--- config.mk ---
export PLATFORM = sky130hd
export DESIGN_NAME = prime_count_trial_division
export DESIGN_NICKNAME = d
export VERILOG_FILES = /design/src/rtl/core/pctd_pkg.sv /design/src/rtl/core/pctd_rem.sv /design/src/rtl/core/prime_count_trial_division.sv
export VERILOG_INCLUDE_DIRS = /design/src /design/src/rtl/core
export SDC_FILE = /design/constraint.sdc
export NUM_CORES = 1
export LEC_CHECK = 0
export BUFFER_PORTS_ARGS = -buffer_cell sky130_fd_sc_hd__clkbuf_2
export CORE_MARGIN = 4
export CORE_UTILIZATION = 30
export DETAILED_ROUTE_END_ITERATION = 8
export GPL_TIMING_DRIVEN = 0
export PLACE_DENSITY = 0.49
export REMOVE_ABC_BUFFERS = 1
export SLEW_MARGIN = 15
export SYNTH_ARGS = -nofsm -noshare
export SYNTH_HDL_FRONTEND = slang
export SYNTH_HIERARCHICAL = 1
export SYNTH_SLANG_ARGS = --single-unit
--- constraint.sdc ---
create_clock -name clk_i -period 6.8 [get_ports clk_i]
set_input_delay 0.34 -clock clk_i [delete_from_list [all_inputs] [get_ports clk_i]]
set_output_delay 0.34 -clock clk_i [all_outputs]
set_load 0.03 [all_outputs]
--- src/rtl/core/prime_count_trial_division_macros.svh ---
// Assertion macros shared by the prime counter RTL.
`ifndef PRIME_COUNT_TRIAL_DIVISION_MACROS_SVH
`define PRIME_COUNT_TRIAL_DIVISION_MACROS_SVH

`ifndef ASSERT_OFF

// Checked property, ignored while reset is asserted.
`define PCTD_ASSERT(label, clk, rst_n, prop, msg) \
  label: assert property (@(posedge clk) disable iff (!rst_n) prop) else $error(msg);

// Checked property, also during reset.
`define PCTD_ASSERT_ALWAYS(label, clk, prop, msg) \
  label: assert property (@(posedge clk) prop) else $error(msg);

`else

`define PCTD_ASSERT(label, clk, rst_n, prop, msg)
`define PCTD_ASSERT_ALWAYS(label, clk, prop, msg)

`endif

`endif

--- src/rtl/core/pctd_pkg.sv ---
// Shared constants and types for the trial-division prime counter.
package pctd_pkg;

  localparam int unsigned VALUE_WIDTH_DEF = 32;
  localparam int unsigned COUNT_WIDTH_DEF = 16;

  // Trial divisors start here; values below it are never prime.
  localparam int unsigned FIRST_DIVISOR   = 2;

  // Status of the shared remainder unit.
  typedef struct packed {
    logic busy;
    logic done;   // one-cycle pulse, remainder valid in the same cycle
    logic zero;   // remainder is zero
  } rem_stat_t;

endpackage

--- src/rtl/core/pctd_rem.sv ---
// Iterative restoring remainder unit, one dividend bit per cycle.
module pctd_rem import pctd_pkg::*; #(
  parameter int unsigned VALUE_WIDTH = VALUE_WIDTH_DEF
) (
  input  logic                   clk_i,
  input  logic                   rst_ni,
  input  logic                   start_i,
  input  logic [VALUE_WIDTH-1:0] dividend_i,
  input  logic [VALUE_WIDTH-1:0] divisor_i,
  output rem_stat_t              stat_o
);

  localparam int unsigned CW = $clog2(VALUE_WIDTH);
  localparam logic [CW-1:0] STEP_LAST = CW'(VALUE_WIDTH - 1);

  logic [VALUE_WIDTH-1:0] rem_q, rem_d;
  logic [VALUE_WIDTH-1:0] dvd_q, dvd_d;
  logic [VALUE_WIDTH-1:0] div_q, div_d;
  logic [CW-1:0]          step_q, step_d;
  logic                   busy_q, busy_d;
  logic                   done_q, done_d;
  logic [VALUE_WIDTH:0]   trial;
  logic [VALUE_WIDTH:0]   trial_sub;

  assign trial     = {rem_q, dvd_q[VALUE_WIDTH-1]};
  assign trial_sub = trial - {1'b0, div_q};

  always_comb begin
    rem_d  = rem_q;
    dvd_d  = dvd_q;
    div_d  = div_q;
    step_d = step_q;
    busy_d = busy_q;
    done_d = 1'b0;
    if (start_i) begin
      rem_d  = '0;
      dvd_d  = dividend_i;
      div_d  = divisor_i;
      step_d = STEP_LAST;
      busy_d = 1'b1;
    end else if (busy_q) begin
      // trial < 2*divisor, so one conditional subtract keeps rem < divisor
      if (trial >= {1'b0, div_q}) begin
        rem_d = trial_sub[VALUE_WIDTH-1:0];
      end else begin
        rem_d = trial[VALUE_WIDTH-1:0];
      end
      dvd_d  = {dvd_q[VALUE_WIDTH-2:0], 1'b0};
      step_d = step_q - 1'b1;
      if (step_q == '0) begin
        busy_d = 1'b0;
        done_d = 1'b1;
      end
    end
  end

  always_ff @(posedge clk_i or negedge rst_ni) begin
    if (!rst_ni) begin
      busy_q <= 1'b0;
      done_q <= 1'b0;
      step_q <= '0;
    end else begin
      busy_q <= busy_d;
      done_q <= done_d;
      step_q <= step_d;
    end
  end

  always_ff @(posedge clk_i) begin
    rem_q <= rem_d;
    dvd_q <= dvd_d;
    div_q <= div_d;
  end

  assign stat_o.busy = busy_q;
  assign stat_o.done = done_q;
  assign stat_o.zero = (rem_q == '0);

endmodule

--- src/rtl/core/prime_count_trial_division.sv ---
// Top level: sequencer, divisor stepping, prime count and result register.
//
//  port group | dir | tdata bits (low to high)             | tlast
//  s_axis     | in  | value[VALUE_WIDTH-1:0], zero pad      | last
//  m_axis     | out | is_prime, prime_count[COUNT_WIDTH], pad| last_out
//
// Values below two or negative go from accept straight to ST_FINISH.
// Otherwise each divisor is tried in turn in the shared
// remainder unit; divisors tried run 2..floor(sqrt(value)) at most.
// One item is in work at a time; s_axis_tready_o is high only when idle.
// The result register lets the next item be accepted while m_axis stalls.
// Reset clears the count and all control state; no clearing pass.
`include "prime_count_trial_division_macros.svh"
module prime_count_trial_division import pctd_pkg::*; #(
  parameter int unsigned VALUE_WIDTH = VALUE_WIDTH_DEF,
  parameter int unsigned COUNT_WIDTH = COUNT_WIDTH_DEF,
  localparam int unsigned IN_TW  = ((VALUE_WIDTH + 7) / 8) * 8,
  localparam int unsigned OUT_TW = ((COUNT_WIDTH + 1 + 7) / 8) * 8
) (
  input  logic              clk_i,
  input  logic              rst_ni,
  input  logic              s_axis_tvalid_i,
  output logic              s_axis_tready_o,
  input  logic [IN_TW-1:0]  s_axis_tdata_i,   // value
  input  logic              s_axis_tlast_i,   // last
  output logic              m_axis_tvalid_o,
  input  logic              m_axis_tready_i,
  output logic [OUT_TW-1:0] m_axis_tdata_o,   // is_prime, prime_count
  output logic              m_axis_tlast_o    // last_out
);

  typedef enum logic [1:0] {
    ST_IDLE,
    ST_CHECK,
    ST_DIV,
    ST_FINISH
  } state_e;

  localparam logic [VALUE_WIDTH-1:0] D_FIRST  = VALUE_WIDTH'(FIRST_DIVISOR);
  localparam logic [VALUE_WIDTH:0]   SQ_FIRST = (VALUE_WIDTH + 1)'(FIRST_DIVISOR * FIRST_DIVISOR);
  localparam logic [COUNT_WIDTH-1:0] CNT_MAX  = '1;

  state_e                 state_q;
  logic [VALUE_WIDTH-1:0] val_q;
  logic                   last_q;
  logic                   prime_q;
  logic [VALUE_WIDTH-1:0] d_q;
  logic [VALUE_WIDTH:0]   sq_q;
  logic [COUNT_WIDTH-1:0] cnt_q;
  logic                   out_valid_q;
  logic                   out_prime_q;
  logic [COUNT_WIDTH-1:0] out_cnt_q;
  logic                   out_last_q;

  logic [VALUE_WIDTH-1:0] in_val;
  logic                   in_acc;
  logic                   in_small;
  logic                   sq_in_range;
  logic                   rem_start;
  logic                   out_free;
  logic [COUNT_WIDTH-1:0] cnt_next;
  rem_stat_t              rem_stat;

  assign in_val          = s_axis_tdata_i[VALUE_WIDTH-1:0];
  assign s_axis_tready_o = (state_q == ST_IDLE);
  assign in_acc          = s_axis_tvalid_i && s_axis_tready_o;
  // negative, zero or one
  assign in_small        = in_val[VALUE_WIDTH-1] || (in_val[VALUE_WIDTH-1:1] == '0);
  assign sq_in_range     = (sq_q <= {1'b0, val_q});
  assign rem_start       = (state_q == ST_CHECK) && sq_in_range;
  assign out_free        = !out_valid_q || m_axis_tready_i;
  assign cnt_next        = (prime_q && (cnt_q != CNT_MAX)) ? cnt_q + 1'b1 : cnt_q;

  pctd_rem #(
    .VALUE_WIDTH (VALUE_WIDTH)
  ) u_rem (
    .clk_i      (clk_i),
    .rst_ni     (rst_ni),
    .start_i    (rem_start),
    .dividend_i (val_q),
    .divisor_i  (d_q),
    .stat_o     (rem_stat)
  );

  always_ff @(posedge clk_i or negedge rst_ni) begin
    if (!rst_ni) begin
      state_q     <= ST_IDLE;
      cnt_q       <= '0;
      out_valid_q <= 1'b0;
      prime_q     <= 1'b0;
    end else begin
      // a finishing item reloads the register in ST_FINISH below
      if (out_valid_q && m_axis_tready_i && (state_q != ST_FINISH)) begin
        out_valid_q <= 1'b0;
      end
      unique case (state_q)
        ST_IDLE: begin
          if (in_acc) begin
            prime_q <= 1'b0;
            state_q <= in_small ? ST_FINISH : ST_CHECK;
          end
        end
        ST_CHECK: begin
          if (!sq_in_range) begin
            // no divisor up to the square root: prime
            prime_q <= 1'b1;
            state_q <= ST_FINISH;
          end else begin
            state_q <= ST_DIV;
          end
        end
        ST_DIV: begin
          if (rem_stat.done) begin
            state_q <= rem_stat.zero ? ST_FINISH : ST_CHECK;
          end
        end
        ST_FINISH: begin
          if (out_free) begin
            out_valid_q <= 1'b1;
            cnt_q       <= last_q ? '0 : cnt_next;
            state_q     <= ST_IDLE;
          end
        end
        default: state_q <= ST_IDLE;
      endcase
    end
  end

  // payload: item capture, divisor and square stepping, result register
  always_ff @(posedge clk_i) begin
    if (in_acc) begin
      val_q  <= in_val;
      last_q <= s_axis_tlast_i;
      d_q    <= D_FIRST;
      sq_q   <= SQ_FIRST;
    end
    if ((state_q == ST_DIV) && rem_stat.done) begin
      // (d+1)^2 = d^2 + 2d + 1
      sq_q <= sq_q + {d_q, 1'b1};
      d_q  <= d_q + 1'b1;
    end
    if ((state_q == ST_FINISH) && out_free) begin
      out_prime_q <= prime_q;
      out_cnt_q   <= cnt_next;
      out_last_q  <= last_q;
    end
  end

  assign m_axis_tvalid_o = out_valid_q;
  assign m_axis_tlast_o  = out_last_q;
  assign m_axis_tdata_o  = OUT_TW'({out_cnt_q, out_prime_q});

  `PCTD_ASSERT(a_ready_unit_idle, clk_i, rst_ni, s_axis_tready_o |-> !rem_stat.busy, "remainder unit busy while accepting")
  `PCTD_ASSERT(a_done_in_div, clk_i, rst_ni, rem_stat.done |-> (state_q == ST_DIV), "remainder done outside divide state")
  `PCTD_ASSERT(a_divisor_floor, clk_i, rst_ni, (state_q == ST_DIV) |-> (d_q >= D_FIRST) && (d_q < val_q), "trial divisor out of range")
  `PCTD_ASSERT(a_finish_loads, clk_i, rst_ni, ((state_q == ST_FINISH) && out_free) |=> out_valid_q && (state_q == ST_IDLE), "finished item not loaded into result register")

endmodule

# After elaboration in Yosys (flattened, before gate mapping)

Cells that the tools add are included.

Add/subtract/negate cells: 5
Order comparisons: 2
Equal/unequal tests: 9
Multiplexer cells: 30
Reductions and logical operators: 20

Operators by type and width:

| cell                                                               | count |
|---|---|
| 32-bit 2-to-1 mux                                                  | 5 |
| 33-bit 2-to-1 mux                                                  | 2 |
| 33-bit adder                                                       | 1 |
| 33-bit by 32-bit greater-or-equal comparator with 1-bit output     | 1 |
| 33-bit by 32-bit less-or-equal comparator with 1-bit output        | 1 |
| 32-bit by 1-bit adder with 32-bit output, second input constant    | 1 |
| 32-bit zero test                                                   | 1 |
| 16-bit 2-to-1 mux                                                  | 2 |
| 32-bit subtractor                                                  | 1 |
| 31-bit zero test                                                   | 1 |
| 16-bit by 1-bit adder with 16-bit output, second input constant    | 1 |
| 16-bit != test, second input constant                              | 1 |
| 1-bit 2-to-1 mux                                                   | 12 |
| 2-bit 2-to-1 mux                                                   | 5 |
| 5-bit 2-to-1 mux                                                   | 2 |
| 2-bit case mux with 4 select lines                                 | 1 |
| 1-bit logical AND                                                  | 7 |
| 2-bit != test, second input constant                               | 3 |
| 3-bit AND reduction                                                | 2 |
| 2-bit nonzero test                                                 | 3 |
| 5-bit zero test                                                    | 1 |
| 5-bit by 1-bit subtractor with 5-bit output, second input constant | 1 |
| 2-bit equality test, second input constant                         | 2 |
| 2-bit by 1-bit != test with 1-bit output, second input constant    | 2 |
| other kinds (6)                                                    | 7 |

Flip-flop bits (word level): 239

# Logic depth before layout (Yosys ltp)

Gate-level depths: netlist of run 1.

Depth in word-level cells: 5
Depth in mapped cells: 13
Gate-level depth less buffers: 13

# By module

Netlist of run 1, hierarchy kept.

Modules (own cells, without submodules):

| module                     | instances | cells each | area each (µm²) |
|---|---|---|---|
| prime_count_trial_division | 1         | 844        | 8,505.7 |
| pctd_rem                   | 1         | 592        | 5,938.2 |

# Least setup slack after synthesis of run 1

No wires, ideal clock.

Kind: register to register
Start point: register sq_q[28]
End point: register u_rem.dvd_q[0] (enable)
Setup time: 0.375 ns
Arrival: 4.450 ns
Slack: 1.975 ns
Cell stages (with the launch flop): 11
Path through: edfxtp_1 -> ha_1 -> a2111oi_0 -> o21ai_0 -> a311oi_1 -> o31ai_1 -> a211o_1 -> a21oi_1 -> clkbuf_1 -> clkbuf_1 -> or2_2

Longest elaborated chain between the ends: 3

Ends and longest elaborated chain:

| item                                                        | RTL line                          | source |
|---|---|---|
| start, declared                                             | prime_count_trial_division.sv:48  | `logic [VALUE_WIDTH:0] sq_q;` |
| start signal, assigned                                      | prime_count_trial_division.sv:139 | `sq_q <= sq_q + {d_q, 1'b1};` |
| 33-bit by 32-bit less-or-equal comparator with 1-bit output | prime_count_trial_division.sv:69  | `assign sq_in_range = (sq_q <= {1'b0, val_q});` |
| 1-bit logical AND                                           | prime_count_trial_division.sv:70  | `assign rem_start = (state_q == ST_CHECK) && sq_in_range;` |
| net rem_start                                               | prime_count_trial_division.sv:59  | `logic rem_start;` |
| 2-bit nonzero test (no source line)                         | --                                |  |
| end signal, assigned                                        | pctd_rem.sv:71                    | `dvd_q <= dvd_d;` |
| end, declared                                               | pctd_rem.sv:17                    | `logic [VALUE_WIDTH-1:0] dvd_q, dvd_d;` |

The timed path passes the listed nets, and every way through them passes these cells.
A chain may end at the register's enable or synchronous reset.

# Worst setup path after layout of run 1

Start point: register sq_q[28]
End point: register u_rem.dvd_q[30] (enable)

The elaborated chain is that of the path after synthesis.

==> impl_metrics.ini, run 1 <==
[status]
outcome = finished, final reports clean

[die]
rows = 80
die_x_um = 227
core_area_um2 = 47600
initial_utilization_pct = 30.3
io_pins = 64
die_h_um = 227
dieArea_um2 = 51700

[sta]
worst_pin_slew_ns = 0.875
period_needed_ns = 3.93
rsz0062_at_grt = false
worst_hold_slack_ns = 0.126
period_share_pct = 57.7
layout_setup_ws_ns = 2.87
tns_ns = 0
slew_headroom_pct = 41.7
drv_slew = 0
setup_viol = 0
max_freq_mhz = 255
finalHoldViolCount = 0
skew_ns = 0.0161

[worst_setup_path]
crit_start = sq_q[28]
cpPeakStageDelay_ns = 0.69
worstPathRequired_ns = 6.98
cp-end-kind = register
worst_path_max_delay_cell = or2_2
crit_cells = 9
r2r-start = sq_q[28]
startpoint_type = register
critPathMaxFanout = 32
rr_worst_depth = 9
crit_buf_inv = 1
cp_cell_sequence = ha_1 -> a2111oi_0 -> o21ai_0 -> a311oi_1 -> o31ai_1 -> a211o_1 -> a21oi_4 -> buf_16 -> or2_2
crit_type = register to register
crit_family = compound AO/OA/AOI/OAI gates
worstPathArrival_ns = 4.11

[clocking]
cts_sinks = 239
cts_setup_buffers = 0
clk_latency_ns = 0.56
cts_root_buffer = clkbuf_16
htree_levels = 1
clk_pin_slew_worst_paths_ns = 0.07
cts_buffers = 28
clk_path_buf_depth = 3
cts_tree = yes

[detailed_routing]
drcViolationCount = 0
post_drt_wl_per_cell_um = 16.1
dr.pass1.iters = 5
detail-route-antenna-nets = 0
first_iter_violations = 754
vias_per_cell = 5.05
vias = 10800
wl_um = 34400

[placement]
place.gp.congestion = 0.878
dpl.hpwl_um = 25500
port_buffers = 56
post-place-ws_ns = 2.75
placed_cell_area_um2 = 15400
placedCellCount = 2055

[synthesis]
syn_area_um2 = 14400
ys.warnings.count = 6
avgSynthCellArea_um2 = 10.1
syn_inst = 1435

[global_route]
grt_pass1_wl_um = 56300
grtUsageTotal_pct = 13.2
grt_max_degree = 62
grt_antenna_before_repair = 0
overflow = 0
grt_pass1_vias = 10700

[layout]
fillers = 4771
final_area_um2 = 16700
syn_to_final_growth_pct = 15.8
final_util_pct = 35.1
n_antenna_cell = 0
final_nets = 1642
final_cells = 2141
drive_gt1_share_pct = 11.6

[min_path]
worst_hold_startpoint = m_axis_tready_i
whs_path_depth = 3
holdCritPathClass = primary input to register

[power]
p_per_area_nw_per_um2 = 423
p_leak_nw = 6.42
peakVddDrop_mv = 0.229
fin_total_pwr_mw = 7.06

[job]
drv_cap = 0
-- power by group --
group	total (mW)	switching (mW)	internal, mW
Combinational	2.96	1.73	1.23
Sequential	2.53	0.402	2.12
Clock	1.57	0.617	0.958
Total	7.06	2.75	4.31
-- worst reg2reg max path, delay by kind of cell (launching register included) --
kind	cells	cell delay, ns
adder cells (fa/ha/maj)	1	0.32
AO/OA/AOI/OAI	6	1.83
buffers and inverters	1	0.23
AND/OR/NAND/NOR	1	0.70
flip-flops	1	0.42
-- placed cells by master (no fill, tap or decap), drive strengths merged, types with 18 or more instances in the layout --
cell type and n:
a211oi 30, a21o 20, a21oi 99, a31oi 20, clkbuf 92, dfrtp 27
dfxtp 32, dlygate4sd3 34, edfxtp 180, ha 99, inv 91, mux2 32
nand2 114, nand2b 18, nand3 41, nand4 38, nor2 145, nor3 22
nor4 20, o21ai 62, xnor2 45, xor2 48
-- registers in the layout, indices dropped and copies added, names as in the netlist, 2 cells and up --
name and cells:
sq_q 33, d_q 32, u_rem/div_q 32, u_rem/dvd_q 32
u_rem/rem_q 32, val_q 32, cnt_q 16, out_cnt_q 16
u_rem/step_q 5, state_q 2
-- layer usage --
layer	GRT usage (%)	routed length (um)
met3	1.52	1180
met5	0	0
met1	17.2	15700
met2	23.2	16700
met4	3.79	830
-- path summary, 6_finish.rpt --
kind | endpoint | slack, ns
setup / recovery | u_rem/dvd_q[30] | 2.87
setup reg to reg | u_rem/dvd_q[30] | 2.87
hold / removal | m_axis_tvalid_o | 0.13
hold reg to reg | u_rem/rem_q[24] | 0.52
max in group asynchronous | u_rem/busy_q | 5.91
min in group asynchronous | cnt_q[5] | 0.39
-- repair_timing --
action / CTS / global route
hold buffers: 34 / 0
endpoints found under the hold margin: 60 / 0
resized for setup: 0 / 0
-- area by class of cell --
class	count	area (um2)	share of cell area [%]
clock buffer	36	815	4.87
clock inverter	16	164	0.980
inverter	90	338	2.02
multi-input combinational	1048	7120	42.6
sequential	239	6720	40.2
tap	615	769	4.60
timing repair buffer	97	791	4.73
Note: power is estimated with default switching activity, not from simulation.
==> run 2: changes to the inputs <==
ABC_AREA = 1   (was default)
PLACE_DENSITY = 0.5   (was 0.49)
clock period = 3.2 ns   (was 6.8 ns; I/O delays follow)
==> run 2 against run 1 <==
Net effect: worst setup slack worse by 2.8 ns; total power increased by 33%; first-iteration DRC count increased by 21%; hold slack worse by 0.049 ns; synthesized cell count grew 51%; register-to-register slack lost 2.8 ns; via count rose by 29%; global-route usage up 2.5 points; design area grew 13%; area after synthesis up 12%; cell count grew 40%; utilization is 0.50 points higher; largest power group is now sequential cells.
==> impl_metrics.ini, run 2 <==
[status]
outcome = finished, final reports clean

[clocking]
clk_pin_slew_worst_paths_ns = 0.06
htree_levels = 1
cts_buffers = 30
cts_root_buffer = clkbuf_16
clk_latency_ns = 0.56
clk_path_buf_depth = 3
cts_tree = yes
cts_sinks = 239

[sta]
skew_ns = 0.0148
period_share_pct = 96.2
period_needed_ns = 3.08
drv_slew = 0
layout_setup_ws_ns = 0.122
rsz0062_at_grt = true
slew_headroom_pct = 34.1
tns_ns = 0
setup_viol = 0
worst_pin_slew_ns = 0.987
max_freq_mhz = 325
finalHoldViolCount = 0

[worst_setup_path]
crit_family = simple AND/OR/NAND/NOR gates
critPathMaxFanout = 34
worst_path_max_delay_cell = edfxtp_1
cpPeakStageDelay_ns = 0.38
worst_path_most_repeated_cell = nand2_1
cp-end-kind = register
timing.reg2reg.setup_slack_ns = 0.12
startpoint_type = register
r2r_end = u_rem/dvd_q[16]
crit_buf_inv = 4
worstPathArrival_ns = 3.39
rr_worst_depth = 13
r2r-start = val_q[16]
crit_type = register to register
worstPathRequired_ns = 3.51
cp_cell_sequence = inv_1 -> ha_1 -> nand2_1 -> nor2_1 -> nand4_1 -> nor2_2 -> nand2_1 -> a21boi_4 -> buf_16 -> buf_16 -> clkinv_8 -> nand2_1 -> nand2_1

[die]
die_x_um = 240
io_pins = 64
core_area_um2 = 52900
initial_utilization_pct = 30.5
rows = 84
dieArea_um2 = 57500
die_h_um = 240

[synthesis]
ys.warnings.count = 6
syn_area_um2 = 16100
syn_inst = 2171
avgSynthCellArea_um2 = 7.43

[placement]
post-place-ws_ns = -1.48
placedCellCount = 2888
dpl.hpwl_um = 34900
port_buffers = 56
place.gp.congestion = 0.915

[layout]
regMostFlops = sq_q
final_util_pct = 35.6
largest_register_ffs = 33
fillers = 5572
drive_gt1_share_pct = 8.05
final_cell_mix = 733 x nand2_1, 349 x inv_1, 180 x edfxtp_1
mostFrequentLayoutCell = nand2_1
final_nets = 2415
syn_to_final_growth_pct = 16.7
final_cells = 2987
n_antenna_cell = 0

[min_path]
whs_path_depth = 4
holdCritPathClass = primary input to register
worst_hold_startpoint = s_axis_tvalid_i
min_to = state_q[0]

[detailed_routing]
drcViolationCount = 0
dr.pass1.iters = 5
first_iter_violations = 910
detail-route-antenna-nets = 0
wl_um = 45800
vias = 13900
post_drt_wl_per_cell_um = 15.3
vias_per_cell = 4.66

[global_route]
grt_pass1_wl_um = 72500
grt_util_met3_pct = 1.93
use_met1_pct = 20.7
grt.busiest_layer = met2
grtUsageTotal_pct = 15.7
grt_antenna_before_repair = 0
grtUsageMet2_pct = 26.8
grt_max_degree = 39
overflow = 0
grt_pass1_vias = 13800

[power]
p_comb_share_pct = 23.1
switchingPower_mw = 2.97
p_per_area_nw_per_um2 = 497
p_int_mw = 6.39
power_frac_clock_pct = 36.9
seqPwrFrac_pct = 40.1
p_sw_share_pct = 31.7
p_leak_nw = 9.02
peakVddDrop_mv = 0.383

[job]
drv_cap = 0
-- run 2: how the worst max path moves through the flow --
stage | startpoint | to | depth (start not counted)
finish | val_q[16] | u_rem/dvd_q[16] | 13
floorplan | sq_q[31] | u_rem/busy_q | 11
detailed placement | val_q[30] | u_rem/dvd_q[16] | 13
global route | val_q[24] | u_rem/busy_q | 15
global placement | val_q[30] | u_rem/rem_q[9] | 11
CTS | val_q[16] | u_rem/dvd_q[16] | 14
-- run 2: layout make-up --
type | instances | area [um2] | share of cell area, %
clock buffer | 41 | 823 | 4.37
clock inverter | 13 | 173 | 0.917
inverter | 359 | 1370 | 7.25
multi-input combinational | 1541 | 7940 | 42.2
sequential | 239 | 6720 | 35.7
tap | 688 | 861 | 4.57
timing repair buffer | 106 | 933 | 4.96
-- run 2: worst min-delay path: stages --
cell and delay, ns:
clkbuf_2 0.12, o22ai_1 0.10, o21bai_1 0.15, nand2_1 0.06
-- run 2: routing by layer --
| metal | up-vias | share of wire (%) |
|---|---|---|
| met4 | 0 | 3.2 |
| met5 | - | 0 |
| li1 | 7188 | - |
| met2 | 213 | 47 |
| met1 | 6447 | 46 |
| met3 | 64 | 3.4 |
-- run 2: power groups by stage --
stage                     registers (mW)  clock network [mW]  logic, mW
after floorplan                     3.74                   0       1.57
after global placement              3.81                   0       2.03
after detailed placement            3.81                   0       2.06
after CTS                           3.75                3.56       2.12
after global routing                3.78                3.68       2.47
final                               3.75                3.45       2.16
-- run 2: timing repair --
| item | CTS | global route |
|---|---|---|
| resized for setup | 10 | 3 |
| cloned | 2 | 1 |
| pin swaps | 4 | 5 |
| hold endpoints to repair | 62 | 0 |
| setup buffers | 5 | 2 |
| hold buffers | 35 | 0 |
| setup endpoints to repair | 113 | 62 |
-- run 2: per-stage QoR --
stage	power [mW]	hold WS [ns]	area, um2
detailed placement	5.87	0.267	17300
global route	9.93	0.0912	18800
floorplan	5.31	-0.136	15900
global placement	5.84	0.255	17000
finish	9.36	0.0772	18800
CTS	9.43	0.0482	18800
